## src/rtl/core/tfz_pkg.sv

```systemverilog
// Shared types, constants and helpers for the thermal fan zone controller.
`default_nettype none

package tfz_pkg;

  localparam int TEMP_W_DEF = 8;
  localparam int CNT_W_DEF  = 6;
  localparam int CFG_DATA_W = 24;
  localparam int CFG_IDX_W  = 3;
  localparam int SPD_W      = 2;

  typedef logic [SPD_W-1:0] spd_t;

  localparam spd_t SPD_OFF  = 2'd0;
  localparam spd_t SPD_LOW  = 2'd1;
  localparam spd_t SPD_HIGH = 2'd2;
  localparam spd_t SPD_NONE = 2'd3;

  localparam logic [1:0] TGT_BOTH = 2'd2;

  localparam logic [1:0] SRC_CPU = 2'd0;
  localparam logic [1:0] SRC_MAX = 2'd1;
  localparam logic [1:0] SRC_SEP = 2'd2;

  localparam int MODE_BOUNDARY = 0;
  localparam int MODE_MON      = 3;
  localparam int MODE_RBOFF    = 4;

  typedef enum logic [CFG_IDX_W-1:0] {
    CFG_SAMPLE_PERIOD   = 3'd0,
    CFG_READBACK_PERIOD = 3'd1,
    CFG_JUMP_HOLD       = 3'd2,
    CFG_JUMP_DELTA      = 3'd3,
    CFG_ZONE_THRESH     = 3'd4,
    CFG_ZONE_SPEEDS     = 3'd5,
    CFG_MODE_BITS       = 3'd6,
    CFG_FAN_SELECT      = 3'd7
  } cfg_idx_t;

  typedef struct packed {
    logic [5:0]  sample_period;
    logic [5:0]  readback_period;
    logic [5:0]  jump_hold;
    logic [7:0]  jump_delta;
    logic [23:0] thresholds;
    logic [5:0]  speeds;
    logic [4:0]  mode;
    logic [2:0]  fan_sel;
  } cfg_t;

  localparam cfg_t CFG_RESET = '{
    sample_period:   6'd10,
    readback_period: 6'd10,
    jump_hold:       6'd20,
    jump_delta:      8'd5,
    thresholds:      24'd5258285,
    speeds:          6'd36,
    mode:            5'd2,
    fan_sel:         3'd6
  };

  typedef struct packed {
    logic active;
    logic do_rb;
    logic do_smp;
    logic prime;
    logic mon;
    logic boundary;
    logic rb_off;
    logic sep;
    logic fan;
    logic chan_id;
    logic last;
  } chan_ctl_t;

  typedef struct packed {
    spd_t cmd;
    spd_t obs;
    spd_t ls;
  } spd_state_t;

  localparam spd_state_t SPD_STATE_RESET = '{cmd: SPD_OFF, obs: SPD_OFF, ls: SPD_NONE};

  typedef struct packed {
    logic       channel;
    logic       cmd_valid;
    logic [1:0] cmd_target;
    spd_t       cmd_speed;
    logic       holdoff_active;
    logic       last;
  } res_t;

  function automatic spd_t clamp_spd(input logic [1:0] s);
    return (s == SPD_NONE) ? SPD_HIGH : spd_t'(s);
  endfunction

endpackage

`default_nettype wire

```

## src/rtl/core/thermal_fan_zone_controller_core.sv

```systemverilog
// Thermal fan zone controller: one tick per input beat, one result beat per active channel.
//
// Input channel in_*: one tick with CPU and GPU temperatures and the two observed
// fan speeds, taken when in_valid and in_ready are both high.
// Result channel out_*: one beat per active channel (channel 0, then channel 1
// in separate source mode), out_last on the final beat of the tick; ticks
// between samples and readbacks give no beat at all.
// Configuration: cfg_we writes cfg_data into register cfg_index on the edge.
// Pipeline: an accepted tick is registered in the input register and evaluated from
// there once the result buffer is free; its result beats are registered in that buffer.
// Throughput: one tick per cycle while out_ready is high and a tick gives at most one
// result; a tick that gives two holds off the next tick until its first beat has left,
// as the single result port sends one beat at a time. A tick with no result pushes none.
// Reset: configuration takes its defaults, all temperatures, holdoffs and
// countdowns clear, no speed is marked as sent, the first sample primes.
// Stall: the two-entry result buffer holds its beats while out_ready is low;
// the input register then holds one tick and in_ready drops.
`default_nettype none

module thermal_fan_zone_controller_core import tfz_pkg::*; #(
  parameter int TEMP_WIDTH    = TEMP_W_DEF,
  parameter int COUNTER_WIDTH = CNT_W_DEF
) (
  input  logic                  clk,
  input  logic                  rst_n,
  input  logic                  in_valid,
  output logic                  in_ready,
  input  logic [TEMP_WIDTH-1:0] in_cpu_temp,
  input  logic [TEMP_WIDTH-1:0] in_gpu_temp,
  input  logic [1:0]            in_right_fan_speed,
  input  logic [1:0]            in_left_fan_speed,
  output logic                  out_valid,
  input  logic                  out_ready,
  output logic                  out_channel,
  output logic                  out_cmd_valid,
  output logic [1:0]            out_cmd_target,
  output logic [1:0]            out_cmd_speed,
  output logic                  out_holdoff_active,
  output logic                  out_last,
  input  logic                  cfg_we,
  input  logic [CFG_IDX_W-1:0]  cfg_index,
  input  logic [CFG_DATA_W-1:0] cfg_data
);

  cfg_t                     cfg_r;
  logic                     in_vld_r;
  logic                     in_vld_nxt;
  logic [TEMP_WIDTH-1:0]    cpu_r;
  logic [TEMP_WIDTH-1:0]    gpu_r;
  logic [1:0]               right_r;
  logic [1:0]               left_r;

  logic [COUNTER_WIDTH-1:0] sc_r;
  logic [COUNTER_WIDTH-1:0] sc_nxt;
  logic [COUNTER_WIDTH-1:0] sc_dec;
  logic [COUNTER_WIDTH-1:0] rc_r;
  logic [COUNTER_WIDTH-1:0] rc_nxt;
  logic [COUNTER_WIDTH-1:0] rc_dec;
  logic                     primed_r;
  logic                     primed_nxt;

  logic [TEMP_WIDTH-1:0]    temp_r   [2];
  logic [TEMP_WIDTH-1:0]    temp_nxt [2];
  logic [TEMP_WIDTH-1:0]    prev_r   [2];
  logic [TEMP_WIDTH-1:0]    prev_nxt [2];
  spd_state_t               spd_r    [2];
  spd_state_t               spd_nxt  [2];
  logic [COUNTER_WIDTH-1:0] ho_r     [2];
  logic [COUNTER_WIDTH-1:0] ho_nxt   [2];
  logic [TEMP_WIDTH-1:0]    meas     [2];
  chan_ctl_t                ctl      [2];
  res_t                     res      [2];

  logic       accept;
  logic       adv;
  logic       free;
  logic       mon;
  logic       sep;
  logic       skip;
  logic       do_rb;
  logic       do_smp;
  logic [1:0] src;
  spd_t       right_c;
  spd_t       left_c;
  res_t       out_res;

  assign accept   = in_valid && in_ready;
  assign adv      = in_vld_r && free;
  assign in_ready = !in_vld_r || free;

  assign src     = cfg_r.mode[2:1];
  assign sep     = (src == SRC_SEP);
  assign mon     = cfg_r.mode[MODE_MON];
  assign right_c = clamp_spd(right_r);
  assign left_c  = clamp_spd(left_r);

  assign sc_dec = (sc_r != '0) ? sc_r - 1'b1 : sc_r;
  assign rc_dec = (rc_r != '0) ? rc_r - 1'b1 : rc_r;
  assign skip   = (sc_dec != '0) && ((rc_dec != '0) || mon);
  assign do_rb  = !skip && (rc_dec == '0);
  assign do_smp = !skip && (sc_dec == '0);

  assign meas[0] = (src == SRC_MAX && gpu_r > cpu_r) ? gpu_r : cpu_r;
  assign meas[1] = gpu_r;

  always_comb begin
    rc_nxt = rc_dec;
    if (do_rb) begin
      rc_nxt = COUNTER_WIDTH'(cfg_r.mode[MODE_RBOFF] ? cfg_r.sample_period
                                                     : cfg_r.readback_period);
    end
    sc_nxt     = do_smp ? COUNTER_WIDTH'(cfg_r.sample_period) : sc_dec;
    primed_nxt = primed_r || do_smp;
    in_vld_nxt = accept ? 1'b1 : (adv ? 1'b0 : in_vld_r);
  end

  always_comb begin
    for (int c = 0; c < 2; c++) begin
      ctl[c].do_rb    = do_rb;
      ctl[c].do_smp   = do_smp;
      ctl[c].prime    = do_smp && !primed_r;
      ctl[c].mon      = mon;
      ctl[c].boundary = cfg_r.mode[MODE_BOUNDARY];
      ctl[c].rb_off   = cfg_r.mode[MODE_RBOFF];
      ctl[c].sep      = sep;
    end
    ctl[0].active  = !skip;
    ctl[0].fan     = sep ? cfg_r.fan_sel[0] : cfg_r.fan_sel[2];
    ctl[0].chan_id = 1'b0;
    ctl[0].last    = !sep;
    ctl[1].active  = !skip && sep;
    ctl[1].fan     = cfg_r.fan_sel[1];
    ctl[1].chan_id = 1'b1;
    ctl[1].last    = 1'b1;
  end

  for (genvar g = 0; g < 2; g++) begin : g_chan
    tfz_chan #(
      .TEMP_WIDTH    (TEMP_WIDTH),
      .COUNTER_WIDTH (COUNTER_WIDTH)
    ) u_chan (
      .ctl       (ctl[g]),
      .cfg       (cfg_r),
      .meas      (meas[g]),
      .right_spd (right_c),
      .left_spd  (left_c),
      .temp_r    (temp_r[g]),
      .prev_r    (prev_r[g]),
      .spd_r     (spd_r[g]),
      .ho_r      (ho_r[g]),
      .temp_nxt  (temp_nxt[g]),
      .prev_nxt  (prev_nxt[g]),
      .spd_nxt   (spd_nxt[g]),
      .ho_nxt    (ho_nxt[g]),
      .res       (res[g])
    );
  end

  tfz_outq u_outq (
    .clk       (clk),
    .rst_n     (rst_n),
    .push      (adv && !skip),
    .two       (sep),
    .res0      (res[0]),
    .res1      (res[1]),
    .free      (free),
    .out_valid (out_valid),
    .out_ready (out_ready),
    .out_res   (out_res)
  );

  assign out_channel        = out_res.channel;
  assign out_cmd_valid      = out_res.cmd_valid;
  assign out_cmd_target     = out_res.cmd_target;
  assign out_cmd_speed      = out_res.cmd_speed;
  assign out_holdoff_active = out_res.holdoff_active;
  assign out_last           = out_res.last;

  always_ff @(posedge clk) begin
    if (!rst_n) begin
      cfg_r <= CFG_RESET;
    end else if (cfg_we) begin
      unique case (cfg_idx_t'(cfg_index))
        CFG_SAMPLE_PERIOD:   cfg_r.sample_period   <= cfg_data[5:0];
        CFG_READBACK_PERIOD: cfg_r.readback_period <= cfg_data[5:0];
        CFG_JUMP_HOLD:       cfg_r.jump_hold       <= cfg_data[5:0];
        CFG_JUMP_DELTA:      cfg_r.jump_delta      <= cfg_data[7:0];
        CFG_ZONE_THRESH:     cfg_r.thresholds      <= cfg_data[23:0];
        CFG_ZONE_SPEEDS:     cfg_r.speeds          <= cfg_data[5:0];
        CFG_MODE_BITS:       cfg_r.mode            <= cfg_data[4:0];
        CFG_FAN_SELECT:      cfg_r.fan_sel         <= cfg_data[2:0];
      endcase
    end
  end

  always_ff @(posedge clk) begin
    if (accept) begin
      cpu_r   <= in_cpu_temp;
      gpu_r   <= in_gpu_temp;
      right_r <= in_right_fan_speed;
      left_r  <= in_left_fan_speed;
    end
  end

  always_ff @(posedge clk) begin
    if (!rst_n) begin
      in_vld_r <= 1'b0;
      sc_r     <= '0;
      rc_r     <= '0;
      primed_r <= 1'b0;
      for (int c = 0; c < 2; c++) begin
        temp_r[c] <= '0;
        prev_r[c] <= '0;
        spd_r[c]  <= SPD_STATE_RESET;
        ho_r[c]   <= '0;
      end
    end else begin
      in_vld_r <= in_vld_nxt;
      if (adv) begin
        sc_r     <= sc_nxt;
        rc_r     <= rc_nxt;
        primed_r <= primed_nxt;
        for (int c = 0; c < 2; c++) begin
          temp_r[c] <= temp_nxt[c];
          prev_r[c] <= prev_nxt[c];
          spd_r[c]  <= spd_nxt[c];
          ho_r[c]   <= ho_nxt[c];
        end
      end
    end
  end

endmodule

`default_nettype wire

```

## src/rtl/core/tfz_chan.sv

```systemverilog
// Per-channel readback, sample, jump holdoff, zone rule and command decision.
`default_nettype none

module tfz_chan import tfz_pkg::*; #(
  parameter int TEMP_WIDTH    = TEMP_W_DEF,
  parameter int COUNTER_WIDTH = CNT_W_DEF
) (
  input  chan_ctl_t                ctl,
  input  cfg_t                     cfg,
  input  logic [TEMP_WIDTH-1:0]    meas,
  input  spd_t                     right_spd,
  input  spd_t                     left_spd,
  input  logic [TEMP_WIDTH-1:0]    temp_r,
  input  logic [TEMP_WIDTH-1:0]    prev_r,
  input  spd_state_t               spd_r,
  input  logic [COUNTER_WIDTH-1:0] ho_r,
  output logic [TEMP_WIDTH-1:0]    temp_nxt,
  output logic [TEMP_WIDTH-1:0]    prev_nxt,
  output spd_state_t               spd_nxt,
  output logic [COUNTER_WIDTH-1:0] ho_nxt,
  output res_t                     res
);

  localparam int CMP_W = (TEMP_WIDTH > 8) ? TEMP_WIDTH : 8;

  logic [COUNTER_WIDTH-1:0] ho_dec;
  logic [TEMP_WIDTH-1:0]    temp_p;
  logic [CMP_W-1:0]         t_x;
  logic [CMP_W-1:0]         rise;
  logic [CMP_W-1:0]         t_low;
  logic [CMP_W-1:0]         t_mid;
  logic [CMP_W-1:0]         t_high;
  spd_t                     f_low;
  spd_t                     f_mid;
  spd_t                     f_high;
  logic                     jump;
  logic                     issue;
  spd_t                     cmd;
  spd_t                     obs;
  spd_t                     ls;

  assign t_x    = CMP_W'(meas);
  assign rise   = CMP_W'(meas - temp_p);
  assign t_low  = CMP_W'(cfg.thresholds[7:0]);
  assign t_mid  = CMP_W'(cfg.thresholds[15:8]);
  assign t_high = CMP_W'(cfg.thresholds[23:16]);
  assign f_low  = clamp_spd(cfg.speeds[1:0]);
  assign f_mid  = clamp_spd(cfg.speeds[3:2]);
  assign f_high = clamp_spd(cfg.speeds[5:4]);
  assign jump   = (meas > temp_p) && (rise > CMP_W'(cfg.jump_delta));

  always_comb begin
    ho_dec   = (ho_r != '0) ? ho_r - 1'b1 : ho_r;
    temp_p   = ctl.prime ? meas : temp_r;
    temp_nxt = temp_p;
    prev_nxt = ctl.prime ? meas : prev_r;
    ho_nxt   = ho_dec;
    cmd      = spd_r.cmd;
    obs      = spd_r.obs;
    ls       = spd_r.ls;

    if (ctl.active && ctl.do_rb) begin
      obs = ctl.rb_off ? cmd : (ctl.fan ? left_spd : right_spd);
      if (obs == ls) begin
        ls = SPD_NONE;
      end
    end

    if (ctl.active && ctl.do_smp) begin
      ls = SPD_NONE;
      if (ho_dec == '0) begin
        prev_nxt = temp_p;
        temp_nxt = meas;
        if (jump && !ctl.mon) begin
          ho_nxt = COUNTER_WIDTH'(cfg.jump_hold);
        end else if (ctl.boundary) begin
          priority if (t_x <= t_low && obs > f_low) begin
            cmd = f_low;
          end else if (t_x >= t_high && obs < f_high) begin
            cmd = f_high;
          end else begin
            cmd = obs;
          end
        end else begin
          priority if (t_x <= t_low) begin
            cmd = f_low;
          end else if (t_x > t_high) begin
            cmd = f_high;
          end else if (t_x >= t_mid && cmd < f_mid) begin
            cmd = f_mid;
          end else begin
            cmd = spd_r.cmd;
          end
        end
      end
    end

    issue = ctl.active && (cmd != ls) && (cmd != obs) && !ctl.mon;
    if (issue) begin
      ls = cmd;
    end

    spd_nxt = '{cmd: cmd, obs: obs, ls: ls};

    res.channel        = ctl.chan_id;
    res.cmd_valid      = issue;
    res.cmd_target     = issue ? (ctl.sep ? {1'b0, ctl.fan} : TGT_BOTH) : 2'd0;
    res.cmd_speed      = issue ? cmd : SPD_OFF;
    res.holdoff_active = (ho_nxt != '0);
    res.last           = ctl.last;
  end

endmodule

`default_nettype wire

```

## src/rtl/core/tfz_outq.sv

```systemverilog
// Two-entry result buffer that releases one result beat per cycle while out_ready is high.
`default_nettype none

module tfz_outq import tfz_pkg::*; (
  input  logic clk,
  input  logic rst_n,
  input  logic push,
  input  logic two,
  input  res_t res0,
  input  res_t res1,
  output logic free,
  output logic out_valid,
  input  logic out_ready,
  output res_t out_res
);

  res_t       r0_r;
  res_t       r1_r;
  logic [1:0] cnt_r;
  logic [1:0] cnt_nxt;
  logic       pop;

  assign out_valid = (cnt_r != 2'd0);
  assign pop       = out_valid && out_ready;
  assign free      = (cnt_r == 2'd0) || ((cnt_r == 2'd1) && out_ready);
  assign out_res   = (cnt_r == 2'd2) ? r0_r : r1_r;

  always_comb begin
    cnt_nxt = pop ? cnt_r - 2'd1 : cnt_r;
    if (push) begin
      cnt_nxt = two ? 2'd2 : 2'd1;
    end
  end

  always_ff @(posedge clk) begin
    if (!rst_n) begin
      cnt_r <= 2'd0;
    end else begin
      cnt_r <= cnt_nxt;
    end
  end

  always_ff @(posedge clk) begin
    if (push) begin
      r0_r <= res0;
      r1_r <= two ? res1 : res0;
    end
  end

endmodule

`default_nettype wire

```

## config.mk

```make
export PLATFORM = sky130hd
export DESIGN_NAME = thermal_fan_zone_controller_core
export DESIGN_NICKNAME = d
export VERILOG_FILES = /design/src/rtl/core/tfz_pkg.sv /design/src/rtl/core/thermal_fan_zone_controller_core.sv /design/src/rtl/core/tfz_chan.sv /design/src/rtl/core/tfz_outq.sv
export SDC_FILE = /design/constraint.sdc
export NUM_CORES = 1
export LEC_CHECK = 0
export BUFFER_PORTS_ARGS = -buffer_cell sky130_fd_sc_hd__buf_2
export CAP_MARGIN = 20
export CORE_UTILIZATION = 45
export CTS_CLUSTER_DIAMETER = 60
export CTS_CLUSTER_SIZE = 25
export DETAILED_ROUTE_END_ITERATION = 10
export SETUP_SLACK_MARGIN = 0.05
export SYNTH_ARGS = -nofsm -noshare
export SYNTH_HDL_FRONTEND = slang
export SYNTH_SLANG_ARGS = --single-unit
```

## constraint.sdc

```tcl
create_clock -name clk -period 11.8 [get_ports clk]
set_clock_uncertainty 0.15 [all_clocks]
set_input_delay 0.59 -clock clk [delete_from_list [all_inputs] [get_ports clk]]
set_output_delay 0.59 -clock clk [all_outputs]
set_load 0.01 [all_outputs]
```

* Yosys cells after proc, flatten, opt, wreduce, memory -nomap -nowiden *
Memory sizes are Yosys's and may differ from the RTL's.
Cells that the tools add are included.

word-level totals
  flip-flop bits (word level) = 115
  memory bits (writable) = 40
  input bits = 52
  output and inout port bits = 10
  word-level logic and storage cells = 230
  memories = 3

operators by class
  add/subtract/negate cells = 7
  $lt $le $gt $ge = 19
  equality and inequality tests = 22
  multiplexer cells = 80
  bitwise logic cells = 6
  reductions and logical operators = 65

memory list
  name    depth  bits a word  rd ports  clocked after Yosys merged registers in  wr ports  RTL line                                RTL
  temp_r  2      8            2         0                                        2         thermal_fan_zone_controller_core.sv:62  logic [TEMP_WIDTH-1:0] temp_r [2];
  ho_r    2      6            2         0                                        2         thermal_fan_zone_controller_core.sv:68  logic [COUNTER_WIDTH-1:0] ho_r [2];
  spd_r   2      6            2         0                                        2         thermal_fan_zone_controller_core.sv:66  spd_state_t spd_r [2];

operators with widths
  cell                                                                 count
  6-bit two-way mux                                                    17
  2-bit two-way mux                                                    44
  8-bit two-way mux                                                    11
  8-bit greater-than comparator                                        7
  6-bit nonzero test                                                   8
  8-bit greater-or-equal comparator                                    4
  1-bit logical AND                                                    31
  6-bit zero test                                                      4
  6-bit by 1-bit subtractor with 6-bit output (second input constant)  4
  8-bit <= comparator                                                  2
  2-bit AND reduction                                                  8
  8-bit subtractor                                                     2
  2-bit == test (second input constant)                                7
  3-bit == test (second input constant)                                4
  2-bit less-than comparator                                           4
  1-bit two-way mux                                                    8
  2-bit != test                                                        4
  3-bit by 2-bit == test with 1-bit output (second input constant)     2
  1-bit OR                                                             6
  2-bit nonzero test                                                   3
  1-bit zero test                                                      5
  2-bit by 1-bit == test with 1-bit output (second input constant)     2
  2-bit == test                                                        2
  2-bit greater-than comparator                                        2
  5 further kinds                                                      8

* Longest topological paths before layout *
  word-level depth = 23
  mapped depth = 32
  gate-level depth less buffers = 31

* Hierarchy *
Synthesis repeated with hierarchy kept, for this count alone.

unflattened totals
  cell total of the unflattened synthesis = 1,339
  area, all modules = 12,162.9 um^2

by module, submodules not included
  module                            instances  cells each  area each (um^2)  seq. area each (um^2)
  thermal_fan_zone_controller_core  1          593         6,416.2           3,843.7
  tfz_chan (g_chan[1].u_chan)       1          346         2,524.9           0.0
  tfz_chan (g_chan[0].u_chan)       1          347         2,391.0           0.0
  tfz_outq                          1          53          830.8             520.5

* Least setup slack after synthesis *
No wires, ideal clock.

  kind = reg-to-reg
  from = reg sc_r[0]
  to = reg u_outq.r1_r[2] (netlist name), data pin
  setup time = 0.256 ns
  data arrival time = 5.999 ns
  required time = 11.394 ns
  setup slack = 5.395 ns
  cell stages (with the launch flop) = 31
  buffers on the path = 2
  clock period less this slack = 6.405 ns
  path through = dfxtp_1 inv_2 ha_1 a2111o_1 a221oi_4 nand2b_1 clkbuf_1 clkbuf_1 nand2_1 o21ai_0 ha_1 inv_1 fa_1 inv_1 or3_1 a32oi_2 o32ai_2 o21ai_0 xnor2_1 ha_1 a21o_1 a21oi_1 o21ai_0 o2111a_1 o32ai_2 or2_4 mux2i_4 xnor2_2 o21ai_4 nor4_4 a22o_1

on the way
  cells in the longest elaborated chain, start to end = 22
  elaborated cells between the ends (all ways) = 66
  those cells by class = 3 x add/sub; 8 x order compare; 4 x eq/ne; 24 x mux; 27 x reduce/logical

ends and longest elaborated chain
  item                                                                                      RTL line                                 RTL
  start, declared                                                                           thermal_fan_zone_controller_core.sv:53   logic [COUNTER_WIDTH-1:0] sc_r;
  start signal, assigned                                                                    thermal_fan_zone_controller_core.sv:220  sc_r <= sc_nxt;
  6-bit by 1-bit subtractor with 6-bit output / 6-bit nonzero test (equally long branches)  thermal_fan_zone_controller_core.sv:97   assign sc_dec = (sc_r != '0) ? sc_r - 1'b1 : sc_r;
  6-bit two-way mux (*)                                                                     thermal_fan_zone_controller_core.sv:97
  branches (longest 19 deep; another with 8-bit subtractor)                                 --
  8-bit two-way mux (*)                                                                     tfz_outq.sv:46                           r1_r <= two ? res1 : res0;
  end signal, assigned                                                                      tfz_outq.sv:46
  end, declared                                                                             tfz_outq.sv:18                           res_t r1_r;

Mark *: on every way between the ends.
A chain may end at the register's enable or synchronous reset.

==> impl_metrics.toml <==
[global_routing]
grt_overflow = 0
grt_pass1_wl_um = 46180
grt_use_met1 = 0.3389
use_met3 = 0.03915
grt_pass1_vias = 8581
met2_usage = 0.3763
antenna_found_initial = 0
grt_max_degree = 84
grt.busiest_layer = "met2"
grt_use_total = 0.2438

[synth]
syn_avg_cell_area_um2 = 9.053
yosys_warnings = 0
synthArstFlopShare = 0
syn-num-nets = 1363
syn_inst = 1208
synth-seq-cells = 155
yosysUniqueCellTypes = 94
synthFlopType = "dfxtp_1"
synth_enable_flop_cells = 75
syn_area_mm2 = 0.01094
seq_area_frac_synth = 0.3524

[placement]
dp_hpwl_um = 21970
routabilityCongestion = 0.9035
port_buffers = 61
pre_cts_ws_ps = 4720

[timing]
finalWorstSetupSlack_ps = 4572
finalCritPeriodShare = 0.6125
finalCriticalPeriod_ps = 7228
setup_viol = 0
slew_viol_final = 0
rsz0062_at_grt = "false"
setup_tns_ps = 0
hold_viol_final = 0
tightest_slew_ps = 1106
worst_hold_slack_ps = 175.7
slew_headroom = 0.2627
fmax_mhz = 138.4

[die]
die_h_um = 157.9
dieArea_mm2 = 0.02493
start_util = 0.4617
ios = 62
fp-row-count = 56
die_width_um = 157.9
core_area_mm2 = 0.02368

[power]
clkPwrFrac = 0.182
p_int_uw = 1671
p_seq_frac = 0.242
p_per_area_mw_per_mm2 = 249.9
power.total_uw = 3035
p_leak_uw = 0.005030
ir_drop_mv = 0.1415
p_sw_uw = 1364
p_comb_frac = 0.576
switching_share = 0.4494

[routing]
drtPass1Iterations = 5
wl_per_cell_um = 18.40
vias = 9063
ant_nets = 0
via_per_inst = 5.718
drt-initial-drc-count = 519
drc_errors = 0
route.final.wire_length_um = 29170

[clock_network]
clk_pin_slew_ps = 70
cts_buffer_depth = 2
cts-root-buf = "clkbuf_16"
cts_max_level = 4
clock-sinks = 155
cts_tree = "built"
ctsResizeCount = 0
cts_hold_buf = 0
clkLatencyLatePin_ps = 440
cts_setup_buffers = 0
cts-buffers-inserted = 17

[setup_path]
cp.required_ps = 11930
crit_family = "compound AO/OA/AOI/OAI gates"
timing.rr.end = "spd_r[0][1]"
path_class = "reg -> reg"
cp-start-kind = "flop"
slowest_stage = "edfxtp_1"
cp.arrival_ps = 7360
r2r-start = "gpu_r[5]"
max_stage_delay_ps = 550
rrSetupSlack_ps = 4570
crit_buf_inv = 2
rr_worst_depth = 29
critPathCaptureType = "flop"
worstPathMaxFanout = 9

[min_path]
hold_end = "gpu_r[2]"
min_path_type = "in -> reg"
hold_depth = 1
hp-start = "in_gpu_temp[2]"

[layout]
layout_commonest_cell = "nand2_1"
n_fill_cell = 2336
drive_gt1_frac = 0.1177
most-common-layout-cells = "nand2_1, ha_1, nor2_1"
n_antenna_cell = 0
syn2layout_area_growth_pct = 11.06
nNetsFinal = 1408

[status]
status = "completed"

[flow_run]
cap_violations = 0
-- flip-flops by register name (all words and copies together), names as in the netlist, 2 cells and up --
| signal | flops |
|---|---|
| cfg_r | 64 |
| cpu_r | 8 |
| gpu_r | 8 |
| ho_r | 12 |
| left_r | 2 |
| rc_r | 6 |
| right_r | 2 |
| sc_r | 6 |
| spd_r | 12 |
| temp_r | 16 |
| u_outq.cnt_r | 2 |
| u_outq.r0_r | 7 |
| u_outq.r1_r | 8 |
-- per-stage QoR --
| stage | utilization | instances | cell area (um^2) |
|---|---|---|---|
| floorplan | - | 1208 | 10940 |
| CTS | 0.5105 | 1583 | 12090 |
| global route | 0.5128 | 1585 | 12150 |
| detailed placement | 0.4861 | 1551 | 11510 |
| finish | 0.5128 | 1585 | 12150 |
| global placement | 0.4861 | 1551 | 11510 |
-- power by group through the flow --
stage / registers [uW] / clock network (uW) / logic (uW)
floorplan: 718 / 0 / 1350
global placement: 745 / 0 / 1700
detailed placement: 745 / 0 / 1720
CTS: 733 / 559 / 1730
global route: 743 / 580 / 1950
finish: 734 / 552 / 1750
-- kinds of logic after synthesis --
kind of cell,Yosys count,synth area share
AND/OR/NAND/NOR,425,0.1930
AO/OA/AOI/OAI,299,0.1983
flip-flops,155,0.3524
buffers and inverters,123,0.04268
adder cells (fa/ha/maj),106,0.1220
multiplexers,73,0.06979
XOR/XNOR,26,0.02151
other,1,0.0003429
-- area by class of cell --
class	instances	area [um^2]	share of cell area
Clock buffer	19	454.2	0.03740
Clock inverter	13	123.9	0.01020
Inverter	83	311.5	0.02565
Multi-Input combinational cell	930	6620	0.5451
Sequential cell	155	3854	0.3173
Tap cell	319	399.1	0.03286
Timing Repair Buffer	66	382.9	0.03152
-- worst reg2reg max path, delay by kind of cell, from the launching register on --
kind	cells	cell delay [ps]
mux	1	320
compound gates	13	2610
fa+ha+maj	4	1090
simple gates	7	1840
xor+xnor	2	320
flops	1	550
buf+inv	2	170
-- routing by layer --
metal | part of all wire | routed length [um]
met1 | 0.48 | 14120
met2 | 0.43 | 12670
met3 | 0.051 | 1479
met4 | 0.031 | 894
met5 | 0 | 0
-- Yosys cell counts, types with 18 or more instances --
cell	instances	share of area
clkbuf_1	35	0.012
nand2_1	145	0.050
nor3_1	21	0.0096
edfxtp_1	75	0.21
o21a_1	19	0.013
a21o_1	19	0.013
mux2i_1	56	0.051
xnor2_1	19	0.015
dfxtp_1	80	0.15
nand3_1	29	0.013
o211ai_1	18	0.012
nand4_1	19	0.011
a21boi_0	28	0.019
nor2b_1	50	0.029
nor2_1	81	0.028
inv_1	80	0.027
o21ai_0	45	0.021
ha_1	101	0.12
a21oi_1	56	0.026
-- how the worst max path moves through the flow --
stage	cells past startpoint	endpoint	from	slack [ps]
after detailed placement	29	spd_r[0][1]	gpu_r[5]	4720
after CTS	29	spd_r[0][1]	gpu_r[5]	4660
after floorplan	30	u_outq.r1_r[2]	sc_r[0]	5400
after global routing	29	spd_r[0][1]	gpu_r[5]	4020
final	29	spd_r[0][1]	gpu_r[5]	4570
after global placement	29	u_outq.r1_r[6]	sc_r[0]	4900
Power figures use the tool's default switching activity.
